<file path="config.mk">
export PLATFORM = sky130hd
export DESIGN_NAME = pixel_shuffle_scatter
export DESIGN_NICKNAME = d
export VERILOG_FILES = /design/src/rtl/core/psh_pkg.sv /design/src/rtl/core/pixel_shuffle_scatter.sv /design/src/rtl/core/psh_div.sv /design/src/rtl/core/psh_ctrl.sv /design/src/rtl/core/psh_dpath.sv
export SDC_FILE = /design/constraint.sdc
export NUM_CORES = 2
export LEC_CHECK = 0
export ABC_AREA = 1
export BUFFER_PORTS_ARGS = -buffer_cell sky130_fd_sc_hd__buf_2
export CAP_MARGIN = 40
export CORE_MARGIN = 8
export CORE_UTILIZATION = 65
export CTS_BUF_LIST = sky130_fd_sc_hd__clkbuf_16
export DETAILED_ROUTE_END_ITERATION = 10
export HOLD_SLACK_MARGIN = 0.06
export PLACE_DENSITY = 0.91
export SKIP_CTS_REPAIR_TIMING = 1
export SYNTH_ARGS = -nofsm -noshare
export SYNTH_HDL_FRONTEND = slang
export SYNTH_SLANG_ARGS = --single-unit
</file>
<file path="constraint.sdc">
create_clock -name clk -period 14.14 [get_ports clk]
set_clock_uncertainty 0.1 [all_clocks]
set_input_delay 0.707 -clock clk [delete_from_list [all_inputs] [get_ports clk]]
set_output_delay 0.707 -clock clk [all_outputs]
set_load 0.01 [all_outputs]
</file>
<file path="src/rtl/core/psh_pkg.sv">
// Shared types, constants and lookup tables for the pixel shuffle scatter block.
// Used by every module under rtl/core; depends on nothing else.
`default_nettype none

package psh_pkg;

  // Shape limits
  localparam int MAX_BATCH    = 256;
  localparam int MAX_SCALE    = 8;
  localparam int MAX_CHANNELS = 4096;
  localparam int MAX_SIDE     = 2048;

  // Field and counter widths
  localparam int ELEM_W  = 32;
  localparam int IDX_W   = 42;
  localparam int BATCH_W = $clog2(MAX_BATCH);
  localparam int CHAN_W  = 12;
  localparam int ROW_W   = 14;
  localparam int COL_W   = 14;

  // Configuration port
  localparam int CFG_IDX_W  = 3;
  localparam int CFG_DATA_W = 13;
  localparam int SCALE_W    = 4;
  localparam int DEEP_W     = 13;
  localparam int SIDE_W     = 12;

  localparam logic [CFG_IDX_W-1:0] CFG_SCALE     = 3'd0;
  localparam logic [CFG_IDX_W-1:0] CFG_DEEP_CH   = 3'd1;
  localparam logic [CFG_IDX_W-1:0] CFG_LOW_H     = 3'd2;
  localparam logic [CFG_IDX_W-1:0] CFG_LOW_W     = 3'd3;
  localparam logic [CFG_IDX_W-1:0] CFG_DIRECTION = 3'd4;

  localparam logic DIR_FORWARD = 1'b0;

  // Reciprocal divider: quotient estimate is (x * floor(2^14 / d)) >> 14
  localparam int DIV_X_W     = 14;
  localparam int DIV_D_W     = 8;
  localparam int DIV_M_W     = 15;
  localparam int RECIP_SHIFT = 14;

  // floor(2^14 / r) for r = 0..15 (zero entry unused)
  localparam logic [DIV_M_W-1:0] RECIP_R [16] = '{
    15'd0,    15'd16384, 15'd8192, 15'd5461, 15'd4096, 15'd3276, 15'd2730, 15'd2340,
    15'd2048, 15'd1820,  15'd1638, 15'd1489, 15'd1365, 15'd1260, 15'd1170, 15'd1092
  };

  // floor(2^14 / r^2) for r = 0..15 (zero entry unused)
  localparam logic [DIV_M_W-1:0] RECIP_RR [16] = '{
    15'd0,   15'd16384, 15'd4096, 15'd1820, 15'd1024, 15'd655, 15'd455, 15'd334,
    15'd256, 15'd202,   15'd163,  15'd135,  15'd113,  15'd96,  15'd83,  15'd72
  };

  // Index multiply-accumulate widths
  localparam int MUL_X_W = 36;
  localparam int MUL_Y_W = 16;
  localparam int ADD_W   = 20;

  // Channel payloads
  typedef struct packed {
    logic [ELEM_W-1:0] element_value;
    logic              first_element;
  } psh_in_t;

  typedef struct packed {
    logic [IDX_W-1:0]  dest_index;
    logic [ELEM_W-1:0] element_out;
    logic              shape_error;
  } psh_out_t;

  // Sequencer states
  typedef enum logic [3:0] {
    ST_IDLE,
    ST_DIV0,
    ST_DIV1,
    ST_DIV2,
    ST_DIV3,
    ST_DIV4,
    ST_DIV5,
    ST_MAC0,
    ST_MAC1,
    ST_MAC2,
    ST_MAC3,
    ST_DONE
  } psh_state_t;

  // Divide operations (operand and destination select)
  typedef enum logic [2:0] {
    DV_NONE,
    DV_TC,
    DV_C_RR,
    DV_C_R,
    DV_Q_R,
    DV_H_R,
    DV_W_R
  } psh_div_op_t;

  // Index accumulation steps
  typedef enum logic [2:0] {
    MAC_NONE,
    MAC_S0,
    MAC_S1,
    MAC_S2,
    MAC_S3
  } psh_mac_t;

  typedef struct packed {
    logic        load;
    psh_div_op_t div_op;
    psh_mac_t    mac;
    logic        finish;
  } psh_cmd_t;

  typedef struct packed {
    logic dir;
    logic out_busy;
  } psh_stat_t;

  typedef struct packed {
    logic               valid;
    psh_div_op_t        op;
    logic [DIV_X_W-1:0] x;
    logic [DIV_D_W-1:0] d;
    logic [DIV_M_W-1:0] m;
  } psh_div_req_t;

  typedef struct packed {
    logic               valid;
    psh_div_op_t        op;
    logic [DIV_X_W-1:0] q;
    logic [DIV_D_W-1:0] rem;
  } psh_div_res_t;

endpackage

`default_nettype wire

</file>
<file path="src/rtl/core/pixel_shuffle_scatter.sv">
// Pixel shuffle scatter: pairs each element with its depth-to-space destination index.
// The result register loads as the sequencer leaves its done state, which waits while the output stalls.
// A new element is taken only once the sequencer is idle again, after walking one shared
// reciprocal divider and one index MAC through its steps.
// Reset (rst_n low, synchronous): counters cleared, config to r=2, C=4, H=1, W=1, forward.
// Depends on psh_pkg, psh_ctrl, psh_dpath and psh_div.
`default_nettype none

module pixel_shuffle_scatter (
  input  wire                               clk,
  input  wire                               rst_n,
  input  wire                               in_valid,
  output logic                              in_stall,
  input  psh_pkg::psh_in_t                  in_data,
  output logic                              out_valid,
  input  wire                               out_stall,
  output psh_pkg::psh_out_t                 out_data,
  input  wire                               cfg_valid,
  output logic                              cfg_ready,
  input  wire [psh_pkg::CFG_IDX_W-1:0]      cfg_index,
  input  wire [psh_pkg::CFG_DATA_W-1:0]     cfg_data
);

  psh_pkg::psh_cmd_t  cmd;
  psh_pkg::psh_stat_t stat;

  // Config writes are always accepted
  assign cfg_ready = 1'b1;

  psh_ctrl u_psh_ctrl (
    .clk      (clk),
    .rst_n    (rst_n),
    .in_valid (in_valid),
    .in_stall (in_stall),
    .stat     (stat),
    .cmd      (cmd)
  );

  psh_dpath u_psh_dpath (
    .clk       (clk),
    .rst_n     (rst_n),
    .in_data   (in_data),
    .cmd       (cmd),
    .stat      (stat),
    .cfg_valid (cfg_valid && cfg_ready),
    .cfg_index (cfg_index),
    .cfg_data  (cfg_data),
    .out_valid (out_valid),
    .out_stall (out_stall),
    .out_data  (out_data)
  );

endmodule

`default_nettype wire

</file>
<file path="src/rtl/core/psh_div.sv">
// Two-stage reciprocal divider for small divisors (r or r squared).
// Depends on psh_pkg for request/result types and table widths.
`default_nettype none

module psh_div (
  input  wire                   clk,
  input  wire                   rst_n,
  input  psh_pkg::psh_div_req_t req,
  output psh_pkg::psh_div_res_t res
);

  logic                          valid_r;
  psh_pkg::psh_div_op_t          op_r;
  logic [psh_pkg::DIV_X_W-1:0]   x_r;
  logic [psh_pkg::DIV_D_W-1:0]   d_r;
  logic [psh_pkg::DIV_X_W-1:0]   q0_r;

  logic [psh_pkg::DIV_X_W+psh_pkg::DIV_M_W-1:0] est;
  logic [psh_pkg::DIV_X_W+psh_pkg::DIV_D_W-1:0] qd;
  logic [psh_pkg::DIV_X_W-1:0]                  rem0;
  logic [psh_pkg::DIV_X_W-1:0]                  d_ext;

  // Estimate quotient: exact or one short
  assign est = (psh_pkg::DIV_X_W+psh_pkg::DIV_M_W)'(req.x)
             * (psh_pkg::DIV_X_W+psh_pkg::DIV_M_W)'(req.m);

  always_ff @(posedge clk) begin
    if (!rst_n) begin
      valid_r <= 1'b0;
    end else begin
      valid_r <= req.valid;
    end
  end

  always_ff @(posedge clk) begin
    op_r <= req.op;
    x_r  <= req.x;
    d_r  <= req.d;
    q0_r <= est[psh_pkg::RECIP_SHIFT +: psh_pkg::DIV_X_W];
  end

  // Correct the estimate with one compare and subtract
  assign qd    = (psh_pkg::DIV_X_W+psh_pkg::DIV_D_W)'(q0_r)
               * (psh_pkg::DIV_X_W+psh_pkg::DIV_D_W)'(d_r);
  assign rem0  = x_r - qd[psh_pkg::DIV_X_W-1:0];
  assign d_ext = psh_pkg::DIV_X_W'(d_r);

  always_comb begin
    res.valid = valid_r;
    res.op    = op_r;
    if (rem0 >= d_ext) begin
      res.q   = q0_r + psh_pkg::DIV_X_W'(1);
      res.rem = psh_pkg::DIV_D_W'(rem0 - d_ext);
    end else begin
      res.q   = q0_r;
      res.rem = psh_pkg::DIV_D_W'(rem0);
    end
  end

endmodule

`default_nettype wire

</file>
<file path="src/rtl/core/psh_ctrl.sv">
// Sequencer for one element: divides, index accumulation, result hand-off.
// Depends on psh_pkg for the state, command and status types.
`default_nettype none

module psh_ctrl (
  input  wire                 clk,
  input  wire                 rst_n,
  input  wire                 in_valid,
  output logic                in_stall,
  input  psh_pkg::psh_stat_t  stat,
  output psh_pkg::psh_cmd_t   cmd
);

  psh_pkg::psh_state_t state_r, state_nxt;

  always_ff @(posedge clk) begin
    if (!rst_n) begin
      state_r <= psh_pkg::ST_IDLE;
    end else begin
      state_r <= state_nxt;
    end
  end

  // Next state: wait in idle for an element, walk the steps, hold at the end until output frees
  always_comb begin
    state_nxt = state_r;
    case (state_r)
      psh_pkg::ST_IDLE: if (in_valid) state_nxt = psh_pkg::ST_DIV0;
      psh_pkg::ST_DIV0: state_nxt = psh_pkg::ST_DIV1;
      psh_pkg::ST_DIV1: state_nxt = psh_pkg::ST_DIV2;
      psh_pkg::ST_DIV2: state_nxt = psh_pkg::ST_DIV3;
      psh_pkg::ST_DIV3: state_nxt = psh_pkg::ST_DIV4;
      psh_pkg::ST_DIV4: state_nxt = psh_pkg::ST_DIV5;
      psh_pkg::ST_DIV5: state_nxt = psh_pkg::ST_MAC0;
      psh_pkg::ST_MAC0: state_nxt = psh_pkg::ST_MAC1;
      psh_pkg::ST_MAC1: state_nxt = psh_pkg::ST_MAC2;
      psh_pkg::ST_MAC2: state_nxt = psh_pkg::ST_MAC3;
      psh_pkg::ST_MAC3: state_nxt = psh_pkg::ST_DONE;
      psh_pkg::ST_DONE: if (!stat.out_busy) state_nxt = psh_pkg::ST_IDLE;
      default:          state_nxt = psh_pkg::ST_IDLE;
    endcase
  end

  // Outputs: at most one command per step
  always_comb begin
    in_stall   = 1'b1;
    cmd.load   = 1'b0;
    cmd.div_op = psh_pkg::DV_NONE;
    cmd.mac    = psh_pkg::MAC_NONE;
    cmd.finish = 1'b0;
    case (state_r)
      psh_pkg::ST_IDLE: begin
        in_stall = 1'b0;
        cmd.load = in_valid;
      end
      psh_pkg::ST_DIV0: cmd.div_op = psh_pkg::DV_TC;
      psh_pkg::ST_DIV1: cmd.div_op = stat.dir ? psh_pkg::DV_H_R : psh_pkg::DV_C_RR;
      psh_pkg::ST_DIV2: cmd.div_op = stat.dir ? psh_pkg::DV_W_R : psh_pkg::DV_C_R;
      psh_pkg::ST_DIV4: cmd.div_op = stat.dir ? psh_pkg::DV_NONE : psh_pkg::DV_Q_R;
      psh_pkg::ST_MAC0: cmd.mac = psh_pkg::MAC_S0;
      psh_pkg::ST_MAC1: cmd.mac = psh_pkg::MAC_S1;
      psh_pkg::ST_MAC2: cmd.mac = psh_pkg::MAC_S2;
      psh_pkg::ST_MAC3: cmd.mac = psh_pkg::MAC_S3;
      psh_pkg::ST_DONE: cmd.finish = !stat.out_busy;
      default: ;
    endcase
  end

endmodule

`default_nettype wire

</file>
<file path="src/rtl/core/psh_dpath.sv">
// Datapath: config registers, position counters, divider, index MAC, output register.
// Depends on psh_pkg and instantiates psh_div.
`default_nettype none

module psh_dpath (
  input  wire                               clk,
  input  wire                               rst_n,
  input  psh_pkg::psh_in_t                  in_data,
  input  psh_pkg::psh_cmd_t                 cmd,
  output psh_pkg::psh_stat_t                stat,
  input  wire                               cfg_valid,
  input  wire [psh_pkg::CFG_IDX_W-1:0]      cfg_index,
  input  wire [psh_pkg::CFG_DATA_W-1:0]     cfg_data,
  output logic                              out_valid,
  input  wire                               out_stall,
  output psh_pkg::psh_out_t                 out_data
);

  // Configuration
  logic [psh_pkg::SCALE_W-1:0] scale_r;
  logic [psh_pkg::DEEP_W-1:0]  deep_r;
  logic [psh_pkg::SIDE_W-1:0]  low_h_r;
  logic [psh_pkg::SIDE_W-1:0]  low_w_r;
  logic                        dir_r;

  // Derived shape values
  logic [psh_pkg::DIV_D_W-1:0] rr_r;
  logic [psh_pkg::MUL_Y_W-1:0] th_r;
  logic [psh_pkg::MUL_Y_W-1:0] tw_r;
  logic                        bad_cfg_r;

  // Position counters
  logic [psh_pkg::BATCH_W-1:0] batch_r, batch_nxt;
  logic [psh_pkg::CHAN_W-1:0]  chan_r, chan_nxt;
  logic [psh_pkg::ROW_W-1:0]   row_r, row_nxt;
  logic [psh_pkg::COL_W-1:0]   col_r, col_nxt;

  // Per-element work registers
  logic [psh_pkg::ELEM_W-1:0]  elem_r;
  logic [psh_pkg::DEEP_W-1:0]  tc_r;
  logic                        mod_bad_r;
  logic [psh_pkg::CHAN_W-1:0]  nc_r;
  logic [psh_pkg::CHAN_W-1:0]  q2_r;
  logic [psh_pkg::SCALE_W-1:0] lo_r;
  logic [psh_pkg::SCALE_W-1:0] mid_r;
  logic [psh_pkg::SCALE_W-1:0] hrem_r;
  logic [psh_pkg::SCALE_W-1:0] wrem_r;
  logic [psh_pkg::ROW_W-1:0]   oh_r;
  logic [psh_pkg::COL_W-1:0]   ow_r;
  logic [psh_pkg::ROW_W+psh_pkg::SCALE_W-1:0] nh_r;
  logic [psh_pkg::COL_W+psh_pkg::SCALE_W-1:0] nw_r;
  logic [psh_pkg::DIV_D_W-1:0] oca_r;
  logic [psh_pkg::IDX_W-1:0]   acc_r, acc_nxt;

  logic                        out_valid_r;
  psh_pkg::psh_out_t           out_data_r;

  psh_pkg::psh_div_req_t       div_req;
  psh_pkg::psh_div_res_t       div_res;

  logic [psh_pkg::MUL_X_W-1:0] mul_x;
  logic [psh_pkg::MUL_Y_W-1:0] mul_y;
  logic [psh_pkg::ADD_W-1:0]   add_z;
  logic [psh_pkg::MUL_X_W+psh_pkg::MUL_Y_W-1:0] mul_p;

  logic [psh_pkg::MUL_Y_W-1:0] lim_c, lim_h, lim_w;
  logic [psh_pkg::COL_W:0]     col_inc;
  logic [psh_pkg::ROW_W:0]     row_inc;
  logic [psh_pkg::CHAN_W:0]    chan_inc;
  logic                        shape_err;
  logic                        out_load;

  // Config writes; indexes past the list are dropped
  always_ff @(posedge clk) begin
    if (!rst_n) begin
      scale_r <= psh_pkg::SCALE_W'(2);
      deep_r  <= psh_pkg::DEEP_W'(4);
      low_h_r <= psh_pkg::SIDE_W'(1);
      low_w_r <= psh_pkg::SIDE_W'(1);
      dir_r   <= psh_pkg::DIR_FORWARD;
    end else if (cfg_valid) begin
      case (cfg_index)
        psh_pkg::CFG_SCALE:     scale_r <= cfg_data[psh_pkg::SCALE_W-1:0];
        psh_pkg::CFG_DEEP_CH:   deep_r  <= cfg_data[psh_pkg::DEEP_W-1:0];
        psh_pkg::CFG_LOW_H:     low_h_r <= cfg_data[psh_pkg::SIDE_W-1:0];
        psh_pkg::CFG_LOW_W:     low_w_r <= cfg_data[psh_pkg::SIDE_W-1:0];
        psh_pkg::CFG_DIRECTION: dir_r   <= cfg_data[0];
        default: ;
      endcase
    end
  end

  // Track shape products and range checks behind the config registers
  always_ff @(posedge clk) begin
    rr_r <= psh_pkg::DIV_D_W'(scale_r) * psh_pkg::DIV_D_W'(scale_r);
    th_r <= psh_pkg::MUL_Y_W'(low_h_r) * psh_pkg::MUL_Y_W'(scale_r);
    tw_r <= psh_pkg::MUL_Y_W'(low_w_r) * psh_pkg::MUL_Y_W'(scale_r);
    bad_cfg_r <= (scale_r == '0) || (scale_r > psh_pkg::MAX_SCALE)
              || (deep_r == '0)  || (deep_r > psh_pkg::MAX_CHANNELS)
              || (low_h_r == '0) || (low_h_r > psh_pkg::MAX_SIDE)
              || (low_w_r == '0) || (low_w_r > psh_pkg::MAX_SIDE);
  end

  // Divider operand select
  always_comb begin
    div_req.valid = (cmd.div_op != psh_pkg::DV_NONE);
    div_req.op    = cmd.div_op;
    div_req.x     = '0;
    div_req.d     = psh_pkg::DIV_D_W'(scale_r);
    div_req.m     = psh_pkg::RECIP_R[scale_r];
    case (cmd.div_op)
      psh_pkg::DV_TC: begin
        div_req.x = psh_pkg::DIV_X_W'(deep_r);
        div_req.d = rr_r;
        div_req.m = psh_pkg::RECIP_RR[scale_r];
      end
      psh_pkg::DV_C_RR: begin
        div_req.x = psh_pkg::DIV_X_W'(chan_r);
        div_req.d = rr_r;
        div_req.m = psh_pkg::RECIP_RR[scale_r];
      end
      psh_pkg::DV_C_R: div_req.x = psh_pkg::DIV_X_W'(chan_r);
      psh_pkg::DV_Q_R: div_req.x = psh_pkg::DIV_X_W'(q2_r);
      psh_pkg::DV_H_R: div_req.x = psh_pkg::DIV_X_W'(row_r);
      psh_pkg::DV_W_R: div_req.x = psh_pkg::DIV_X_W'(col_r);
      default: ;
    endcase
  end

  psh_div u_psh_div (
    .clk   (clk),
    .rst_n (rst_n),
    .req   (div_req),
    .res   (div_res)
  );

  // Capture divider results by operation tag
  always_ff @(posedge clk) begin
    if (div_res.valid) begin
      case (div_res.op)
        psh_pkg::DV_TC: begin
          tc_r      <= div_res.q[psh_pkg::DEEP_W-1:0];
          mod_bad_r <= (div_res.rem != '0);
        end
        psh_pkg::DV_C_RR: nc_r <= div_res.q[psh_pkg::CHAN_W-1:0];
        psh_pkg::DV_C_R: begin
          q2_r <= div_res.q[psh_pkg::CHAN_W-1:0];
          lo_r <= div_res.rem[psh_pkg::SCALE_W-1:0];
        end
        psh_pkg::DV_Q_R: mid_r <= div_res.rem[psh_pkg::SCALE_W-1:0];
        psh_pkg::DV_H_R: begin
          oh_r   <= div_res.q[psh_pkg::ROW_W-1:0];
          hrem_r <= div_res.rem[psh_pkg::SCALE_W-1:0];
        end
        psh_pkg::DV_W_R: begin
          ow_r   <= div_res.q[psh_pkg::COL_W-1:0];
          wrem_r <= div_res.rem[psh_pkg::SCALE_W-1:0];
        end
        default: ;
      endcase
    end
  end

  // Build the addends for row, column and channel from the divide results
  always_ff @(posedge clk) begin
    nh_r  <= (psh_pkg::ROW_W+psh_pkg::SCALE_W)'(row_r)
           * (psh_pkg::ROW_W+psh_pkg::SCALE_W)'(scale_r)
           + (psh_pkg::ROW_W+psh_pkg::SCALE_W)'(mid_r);
    nw_r  <= (psh_pkg::COL_W+psh_pkg::SCALE_W)'(col_r)
           * (psh_pkg::COL_W+psh_pkg::SCALE_W)'(scale_r)
           + (psh_pkg::COL_W+psh_pkg::SCALE_W)'(lo_r);
    oca_r <= psh_pkg::DIV_D_W'(hrem_r) * psh_pkg::DIV_D_W'(scale_r)
           + psh_pkg::DIV_D_W'(wrem_r);
  end

  // Index MAC: acc = x * y + z, four steps per element
  always_comb begin
    mul_x = '0;
    mul_y = '0;
    add_z = '0;
    case (cmd.mac)
      psh_pkg::MAC_S0: begin
        mul_x = dir_r ? psh_pkg::MUL_X_W'(chan_r) : '0;
        mul_y = psh_pkg::MUL_Y_W'(rr_r);
        add_z = dir_r ? psh_pkg::ADD_W'(oca_r) : psh_pkg::ADD_W'(batch_r);
      end
      psh_pkg::MAC_S1: begin
        mul_x = dir_r ? psh_pkg::MUL_X_W'(batch_r) : acc_r[psh_pkg::MUL_X_W-1:0];
        mul_y = dir_r ? psh_pkg::MUL_Y_W'(deep_r) : psh_pkg::MUL_Y_W'(tc_r);
        add_z = dir_r ? acc_r[psh_pkg::ADD_W-1:0] : psh_pkg::ADD_W'(nc_r);
      end
      psh_pkg::MAC_S2: begin
        mul_x = acc_r[psh_pkg::MUL_X_W-1:0];
        mul_y = dir_r ? psh_pkg::MUL_Y_W'(low_h_r) : th_r;
        add_z = dir_r ? psh_pkg::ADD_W'(oh_r) : psh_pkg::ADD_W'(nh_r);
      end
      psh_pkg::MAC_S3: begin
        mul_x = acc_r[psh_pkg::MUL_X_W-1:0];
        mul_y = dir_r ? psh_pkg::MUL_Y_W'(low_w_r) : tw_r;
        add_z = dir_r ? psh_pkg::ADD_W'(ow_r) : psh_pkg::ADD_W'(nw_r);
      end
      default: ;
    endcase
  end

  assign mul_p   = (psh_pkg::MUL_X_W+psh_pkg::MUL_Y_W)'(mul_x)
                 * (psh_pkg::MUL_X_W+psh_pkg::MUL_Y_W)'(mul_y);
  assign acc_nxt = mul_p[psh_pkg::IDX_W-1:0] + psh_pkg::IDX_W'(add_z);

  always_ff @(posedge clk) begin
    if (cmd.mac != psh_pkg::MAC_NONE) begin
      acc_r <= acc_nxt;
    end
  end

  // Advance source position: column, then row, then channel, then batch
  always_comb begin
    lim_w    = dir_r ? tw_r : psh_pkg::MUL_Y_W'(low_w_r);
    lim_h    = dir_r ? th_r : psh_pkg::MUL_Y_W'(low_h_r);
    lim_c    = dir_r ? psh_pkg::MUL_Y_W'(tc_r) : psh_pkg::MUL_Y_W'(deep_r);
    col_inc  = (psh_pkg::COL_W+1)'(col_r) + (psh_pkg::COL_W+1)'(1);
    row_inc  = (psh_pkg::ROW_W+1)'(row_r) + (psh_pkg::ROW_W+1)'(1);
    chan_inc = (psh_pkg::CHAN_W+1)'(chan_r) + (psh_pkg::CHAN_W+1)'(1);
    batch_nxt = batch_r;
    chan_nxt  = chan_r;
    row_nxt   = row_r;
    col_nxt   = col_inc[psh_pkg::COL_W-1:0];
    if (psh_pkg::MUL_Y_W'(col_inc) >= lim_w) begin
      col_nxt = '0;
      row_nxt = row_inc[psh_pkg::ROW_W-1:0];
      if (psh_pkg::MUL_Y_W'(row_inc) >= lim_h) begin
        row_nxt  = '0;
        chan_nxt = chan_inc[psh_pkg::CHAN_W-1:0];
        if (psh_pkg::MUL_Y_W'(chan_inc) >= lim_c) begin
          chan_nxt = '0;
          if (batch_r == psh_pkg::BATCH_W'(psh_pkg::MAX_BATCH - 1)) begin
            batch_nxt = '0;
          end else begin
            batch_nxt = batch_r + psh_pkg::BATCH_W'(1);
          end
        end
      end
    end
  end

  assign shape_err = bad_cfg_r || mod_bad_r;

  // Counters: clear on first element or shape error, advance on finish
  always_ff @(posedge clk) begin
    if (!rst_n) begin
      batch_r <= '0;
      chan_r  <= '0;
      row_r   <= '0;
      col_r   <= '0;
    end else if ((cmd.load && in_data.first_element) || (cmd.finish && shape_err)) begin
      batch_r <= '0;
      chan_r  <= '0;
      row_r   <= '0;
      col_r   <= '0;
    end else if (cmd.finish) begin
      batch_r <= batch_nxt;
      chan_r  <= chan_nxt;
      row_r   <= row_nxt;
      col_r   <= col_nxt;
    end
  end

  // Hold the element bits for the duration of the work
  always_ff @(posedge clk) begin
    if (cmd.load) begin
      elem_r <= in_data.element_value;
    end
  end

  // Output register: load on finish, drop valid after the transfer
  assign out_load = cmd.finish;

  always_ff @(posedge clk) begin
    if (!rst_n) begin
      out_valid_r <= 1'b0;
    end else if (out_load) begin
      out_valid_r <= 1'b1;
    end else if (!out_stall) begin
      out_valid_r <= 1'b0;
    end
  end

  always_ff @(posedge clk) begin
    if (out_load) begin
      out_data_r.dest_index  <= shape_err ? '0 : acc_r;
      out_data_r.element_out <= elem_r;
      out_data_r.shape_error <= shape_err;
    end
  end

  assign out_valid     = out_valid_r;
  assign out_data      = out_data_r;
  assign stat.dir      = dir_r;
  assign stat.out_busy = out_valid_r && out_stall;

endmodule

`default_nettype wire

</file>
Word-level counts from Yosys, hierarchy flattened
Memories as Yosys holds them, arrays and structs flattened.
Index checks and enable logic that the tools add are counted.
{"block": "op_classes", "shifts": 0, "reduce_logical": 41, "n_lt_le_gt_ge": 9, "eq_ne": 35, "n_addsub": 11, "n_div": 0, "n_mul": 9, "muxes": 39, "bitwise": 2}
{"operator": "36-bit case mux with 3 select lines", "count": 1}
{"operator": "20-bit case mux with 4 select lines", "count": 1}
{"operator": "14-bit case mux with 5 select lines", "count": 1}
{"operator": "16-bit 2-to-1 mux", "count": 4}
{"operator": "16-bit case mux with 4 select lines", "count": 1}
{"operator": "15-bit 2-to-1 mux", "count": 4}
{"operator": "4-bit case mux with 12 select lines", "count": 1}
{"operator": "42-bit by 20-bit adder with 42-bit output", "count": 1}
{"operator": "36-bit by 16-bit multiplier with 42-bit output", "count": 1}
{"operator": "18-bit by 4-bit adder with 18-bit output", "count": 2}
{"operator": "14-bit by 4-bit multiplier with 18-bit output", "count": 2}
{"operator": "18-bit 2-to-1 mux", "count": 2}
{"operator": "36-bit 2-to-1 mux", "count": 1}
{"operator": "15-bit by 16-bit >= comparator with 1-bit output", "count": 2}
{"operator": "12-bit by 4-bit multiplier with 16-bit output", "count": 2}
{"operator": "14-bit by 1-bit adder with 15-bit output, second input constant", "count": 2}
{"operator": "14-bit by 15-bit multiplier with 28-bit output", "count": 1}
{"operator": "14-bit 2-to-1 mux", "count": 2}
{"operator": "13-bit 2-to-1 mux", "count": 2}
{"operator": "2-bit AND reduction", "count": 13}
{"operator": "3-bit by 2-bit equality test with 1-bit output, second input constant", "count": 8}
{"operator": "3-bit equality test, second input constant", "count": 8}
{"operator": "12-bit greater-than comparator, second input constant", "count": 2}
{"operator": "12-bit zero test", "count": 2}
{"operator": "43 further kinds", "count": 80}
{"block": "word_totals", "latchBits": 0, "mem_bits_ro": 480, "reg_bits": 451, "n_memories": 2, "input_bits": 54, "mem_bits_rw": 0, "elab_cells": 187, "output_inout_bits": 78}
{"memory": "(no name shown)", "words": 16, "word_bits": 15, "rd": 1, "rd_ports_with_merged_regs": 0, "write_ports": 0, "line_no": "psh_dpath.sv:115", "source": "div_req.m = psh_pkg::RECIP_RR[scale_r];"}
{"memory": "(no name shown)", "words": 16, "word_bits": 15, "rd": 1, "rd_ports_with_merged_regs": 0, "write_ports": 0, "line_no": "psh_dpath.sv:110", "source": "div_req.m = psh_pkg::RECIP_R[scale_r];"}

Depth between registers and ports, before layout
{"block": "logic_depth", "word_depth": 8, "depth_mapped": 38, "mapped_depth_nobuf": 37}

Cells and area by module
From an unflattened synthesis, not the netlist that was laid out.
{"block": "unflattened", "cells_unflattened": 6781, "area_unflattened_um2": 54332.1}
{"module": "psh_dpath", "n_inst": 1, "cells_per_inst": 5056, "area_per_inst_um2": 41930.2, "seq_area_each_um2": 10440.0}
{"module": "psh_div", "n_inst": 1, "cells_per_inst": 1673, "area_per_inst_um2": 12102.9, "seq_area_each_um2": 800.8}
{"module": "psh_ctrl", "n_inst": 1, "cells_per_inst": 50, "area_per_inst_um2": 287.8, "seq_area_each_um2": 80.1}
{"module": "pixel_shuffle_scatter", "n_inst": 1, "cells_per_inst": 2, "area_per_inst_um2": 11.3, "seq_area_each_um2": 0.0}

Worst setup path before layout
OpenSTA, ideal clock, no wires.
{"block": "synth_timing", "kind": "register to register", "start": "register u_psh_ctrl.state_r[3]", "end": "register u_psh_dpath.acc_r[33] in the netlist's numbering, data pin", "required_time_ns": 13.782, "setup_ns": 0.258, "n_path_buf": 2, "stages_incl_launch_ff": 30, "period_less_slack_ns": 6.790, "arrival_ns": 6.432, "slack_ns": 7.350, "cell_sequence": "dfxtp_1 -> nand2_2 -> nor2_1 -> clkbuf_1 -> a221oi_2 -> inv_1 -> buf_2 -> nand2_1 -> fa_1 -> inv_1 -> fa_1 -> inv_1 -> fa_1 -> inv_1 -> fa_1 -> fa_1 -> inv_1 -> fa_1 -> inv_1 -> ha_1 -> nand2_1 -> nor2_1 -> inv_1 -> nor2_1 -> inv_1 -> nor4_1 -> a21oi_1 -> o21ai_0 -> a21oi_1 -> xnor2_1"}
{"block": "synth_via", "elab_chain_cells": 7, "word_cells_on_any_way": 15, "classes_between": "add/sub: 1; mul: 1; eq/ne: 8; mux: 4; reduce/logical: 1"}
{"element": "from (decl)", "line_no": "psh_ctrl.sv:14", "source": "psh_pkg::psh_state_t state_r, state_nxt;"}
{"element": "from (signal assigned)", "line_no": "psh_ctrl.sv:18", "source": "state_r <= psh_pkg::ST_IDLE;"}
{"element": "from (signal assigned)", "line_no": "psh_ctrl.sv:20", "source": "state_r <= state_nxt;"}
{"element": "4-bit equality test / 4-bit by 3-bit equality test with 1-bit output (equally long branches)", "line_no": "psh_ctrl.sv:51", "source": "case (state_r)"}
{"element": "3-bit case mux with 4 select lines *", "line_no": "psh_ctrl.sv:51"}
{"element": "3-bit by 2-bit equality test with 1-bit output / 3-bit equality test (equally long branches)", "line_no": "psh_dpath.sv:181", "source": "case (cmd.mac)"}
{"element": "2-bit OR reduction (no source line)"}
{"element": "36-bit case mux with 3 select lines", "line_no": "psh_dpath.sv:181"}
{"element": "36-bit by 16-bit multiplier with 42-bit output", "line_no": "psh_dpath.sv:207", "source": "* (psh_pkg::MUL_X_W+psh_pkg::MUL_Y_W)'(mul_y);"}
{"element": "42-bit by 20-bit adder with 42-bit output *", "line_no": "psh_dpath.sv:208", "source": "assign acc_nxt = mul_p[psh_pkg::IDX_W-1:0] + psh_pkg::IDX_W'(add_z);"}
{"element": "named net u_psh_dpath.acc_nxt (one bit)", "line_no": "psh_dpath.sv:53", "source": "logic [psh_pkg::IDX_W-1:0] acc_r, acc_nxt;"}
{"element": "to (signal assigned)", "line_no": "psh_dpath.sv:212", "source": "acc_r <= acc_nxt;"}
{"element": "to (decl)", "line_no": "psh_dpath.sv:53"}
The timed path passes the listed nets; every way through them passes the cells marked *.
A chain may end at the register's enable or synchronous reset.

Worst setup path after layout
{"block": "layout_timing", "start": "register u_psh_dpath.dir_r", "end": "register u_psh_dpath.acc_r[34] in the netlist's numbering, data pin"}
{"block": "layout_via", "elab_chain_cells": 4, "word_cells_on_any_way": 14, "classes_between": "add/sub: 1; mul: 1; mux: 12"}
{"element": "from (decl)", "line_no": "psh_dpath.sv:24", "source": "logic dir_r;"}
{"element": "from (signal assigned)", "line_no": "psh_dpath.sv:80", "source": "dir_r <= psh_pkg::DIR_FORWARD;"}
{"element": "from (signal assigned)", "line_no": "psh_dpath.sv:87", "source": "psh_pkg::CFG_DIRECTION: dir_r <= cfg_data[0];"}
{"element": "16-bit 2-to-1 mux, or another cell as far along", "line_no": "psh_dpath.sv:199", "source": "mul_y = dir_r ? psh_pkg::MUL_Y_W'(low_w_r) : tw_r;"}
{"element": "16-bit case mux with 4 select lines / 36-bit case mux with 3 select lines (equally long branches)", "line_no": "psh_dpath.sv:181"}
{"element": "36-bit by 16-bit multiplier with 42-bit output", "line_no": "psh_dpath.sv:207"}
{"element": "42-bit by 20-bit adder with 42-bit output *", "line_no": "psh_dpath.sv:208"}
{"element": "named net u_psh_dpath.acc_nxt (one bit)", "line_no": "psh_dpath.sv:53"}
Marked as above.

==> results.json <==
{
  "synth_area_sq_mm": 0.05361,
  "synth_top_area_cell": "fa_1",
  "grt_max_degree": 77,
  "end_kind": "flop",
  "viasPerCell": 5.953,
  "clk_pin_slew_worst_paths_ns": 0.06,
  "num_rows": 105,
  "synth_adder_area_share_pct": 38.06,
  "gp_congestion": 1.054,
  "cpPeakStageDelay_ns": 0.78,
  "path_class": "reg2reg",
  "synth-seq-cells": 450,
  "grt_antenna_before_repair": 5,
  "ys_seq_area_share_pct": 21.12,
  "drive_above_1_share_pct": 4.964,
  "setup_tns_ns": 0,
  "power_leakage_nw": 29.83,
  "synth_warnings": 0,
  "htreeDepth": 2,
  "cts_max_path_buffers": 3,
  "dp_hpwl_mm": 126.6,
  "synth_mux_area_share_pct": 0,
  "nFillCells": 5978,
  "vias": 46564,
  "fp.dieArea_sq_mm": 0.09192,
  "drv_slew": 0,
  "worstPathRequired_ns": 14.40,
  "ctsRootBufferMaster": "clkbuf_16",
  "numPortBuffers": 130,
  "grt_pass1_wl_mm": 258.1,
  "arrival_ns": 9.68,
  "start_util_pct": 65.50,
  "status": "finished clean",
  "fin_nets": 7932,
  "start_kind": "flop",
  "grt.overflow.total": 0,
  "period_needed_ns": 9.422,
  "drv_cap": 0,
  "die_height_um": 303.2,
  "gr-usage-all-layers_pct": 36.11,
  "rrSetupSlack_ns": 4.72,
  "synth_compound_area_share_pct": 7.123,
  "num_io_pins": 132,
  "post-route-drc-count": 0,
  "setup_violations": 0,
  "synthCells": 6685,
  "drtIter0Drc": 5448,
  "synth_top_family_by_area": "adder cells",
  "ff_latch_area_sq_mm": 0.01133,
  "yosysUniqueCellTypes": 61,
  "finalInstanceArea_sq_mm": 0.05701,
  "cts_made_buffers": 52,
  "syn2layout_area_growth_pct": 6.334,
  "routed_wl_mm": 164.1,
  "clk_latency_ns": 0.64,
  "relSlewSlack_pct": 32.64,
  "synth_area_leaders": "fa_1 28%, edfxtp_1 13%, nand2_1 11%, inv_1 11%, ha_1 9.6%",
  "tightestPinTransition_ns": 1.007,
  "ys.flop_type": "edfxtp_1",
  "hold_viol_final": 0,
  "synth_common_cells": "1571 x nand2_1, 1563 x inv_1, 763 x fa_1, 524 x nor2_1, 410 x ha_1",
  "clock-sinks": 450,
  "postLayoutCoreUtil_pct": 69.65,
  "coreArea_sq_mm": 0.08185,
  "die_x_um": 303.2,
  "placed_area_sq_mm": 0.05525,
  "fin_cells": 7822,
  "finalCritPeriodShare_pct": 66.63,
  "async_flop_share_pct": 0,
  "min_path_type": "in2reg",
  "dp_cells": 7719,
  "wl_per_cell_um": 20.97,
  "grt_pass1_vias": 48325,
  "cp_slowest_cell": "dfxtp_4",
  "first_pass_iters": 8,
  "synth_edf_count": 231,
  "avgSynthCellArea_sq_um": 8.020,
  "cts_tree": "done",
  "ant_nets": 0,
  "max_freq_ghz": 0.1061,
  "p_per_area_mw_per_mm2": 64.84,
  "syn-num-nets": 7912,
  "netlist.area_leader.share_pct": 28.49,
  "power.total_mw": 3.696,
  "critPathMaxFanout": 76,
  "yosysMostFrequentCell": "nand2_1",
  "synthXorXnorAreaFrac_pct": 2.941,
  "multi_input_area_sq_mm": 0.03540,
  "synthSimpleGateAreaFrac_pct": 17.83,
  "rsz0062_at_grt": "false",
  "peakVddDrop_mv": 0.09900
}
## cells by family after synthesis
logic type / after synthesis
simple gates: 2394
other cells: 1
fa+ha+maj: 1173
flops: 450
xor+xnor: 180
compound gates: 669
buf+inv: 1818
## per-stage QoR
| step | setup WS (ns) | hold slack, ns |
|---|---|---|
| 5_1_grt | 4.256 | 0.1369 |
| 2_1_floorplan | 7.350 | 0.3003 |
| 4_1_cts | 4.907 | 0.1231 |
| 6_report | 4.718 | 0.1617 |
| 3_5_place_dp | 4.927 | 0.3045 |
| 3_3_place_gp | 4.995 | 0.3002 |
## layer usage
layer	track usage [%]	vias up	wire, um
met1	43.53	21847	55040
met5	0	-	24
met3	8.881	922	22320
met2	57.41	3547	72940
met4	24.26	4	13730
li1	-	20244	-
## placed cells by master, fill, tap and decap left out, drive strengths merged, types with 50 or more instances in the layout
cell,Yosys,routed
nand2,1576,1576
nand3,155,155
nor2,538,538
ha,410,410
clkbuf,135,56
xor2,139,139
inv,1574,1594
nor3,50,50
o21ai,223,223
dfxtp,219,219
buf,97,198
a21oi,281,281
fa,763,763
edfxtp,231,231
## area by class of cell
type	count	share of cell area, %
Clock inverter	42	0.5838
Tap cell	1070	2.348
Antenna cell	3	0.01317
Inverter	1586	10.45
Clock buffer	56	2.458
Multi-Input combinational cell	4417	62.09
Sequential cell	450	19.87
Timing Repair Buffer	198	2.184
## critical path, delay by kind of cell (launching register included)
family / cells / cell delay, ns
DFF: 1 / 0.78
and+or+nand+nor: 11 / 1.89
adders and majority gates: 7 / 3.02
buffers and inverters: 6 / 2.06
AOI/OAI and AO/OA: 4 / 1.21
## power breakdown
part | total (mW) | internal [mW] | switching [mW]
Clock | 1.39 | 0.791 | 0.604
Combinational | 0.829 | 0.263 | 0.566
Sequential | 1.47 | 1.42 | 0.0478
## sequential cells by signal, indices dropped and copies added, names as in the netlist, 8 cells and up
register / cells
u_psh_dpath.low_w_r: 12
u_psh_dpath.ow_r: 14
u_psh_dpath.chan_r: 12
u_psh_dpath.deep_r: 13
u_psh_dpath.u_psh_div.d_r: 8
u_psh_dpath.q2_r: 12
u_psh_dpath.tc_r: 13
u_psh_dpath.row_r: 14
u_psh_dpath.tw_r: 16
u_psh_dpath.oh_r: 14
u_psh_dpath.nc_r: 12
u_psh_dpath.u_psh_div.q0_r: 14
u_psh_dpath.col_r: 14
u_psh_dpath.nw_r: 18
u_psh_dpath.batch_r: 8
u_psh_dpath.acc_r: 42
u_psh_dpath.out_data: 75
u_psh_dpath.elem_r: 32
u_psh_dpath.oca_r: 8
u_psh_dpath.u_psh_div.x_r: 14
u_psh_dpath.nh_r: 18
u_psh_dpath.low_h_r: 12
u_psh_dpath.th_r: 16
## final timing paths
check | from | end | depth (start not counted)
min reg2reg | u_psh_dpath.elem_r[12]$_DFFE_PP_ | u_psh_dpath.out_data[13]$_DFFE_PP_ | 0
max | u_psh_dpath.dir_r$_SDFFE_PN0P_ | u_psh_dpath.acc_r[34]$_DFFE_PP_ | 28
max reg2reg | u_psh_dpath.dir_r$_SDFFE_PN0P_ | u_psh_dpath.acc_r[34]$_DFFE_PP_ | 28
min | in_data[22] | u_psh_dpath.elem_r[21]$_DFFE_PP_ | 1
No activity file was read; power rests on OpenSTA's default activity.
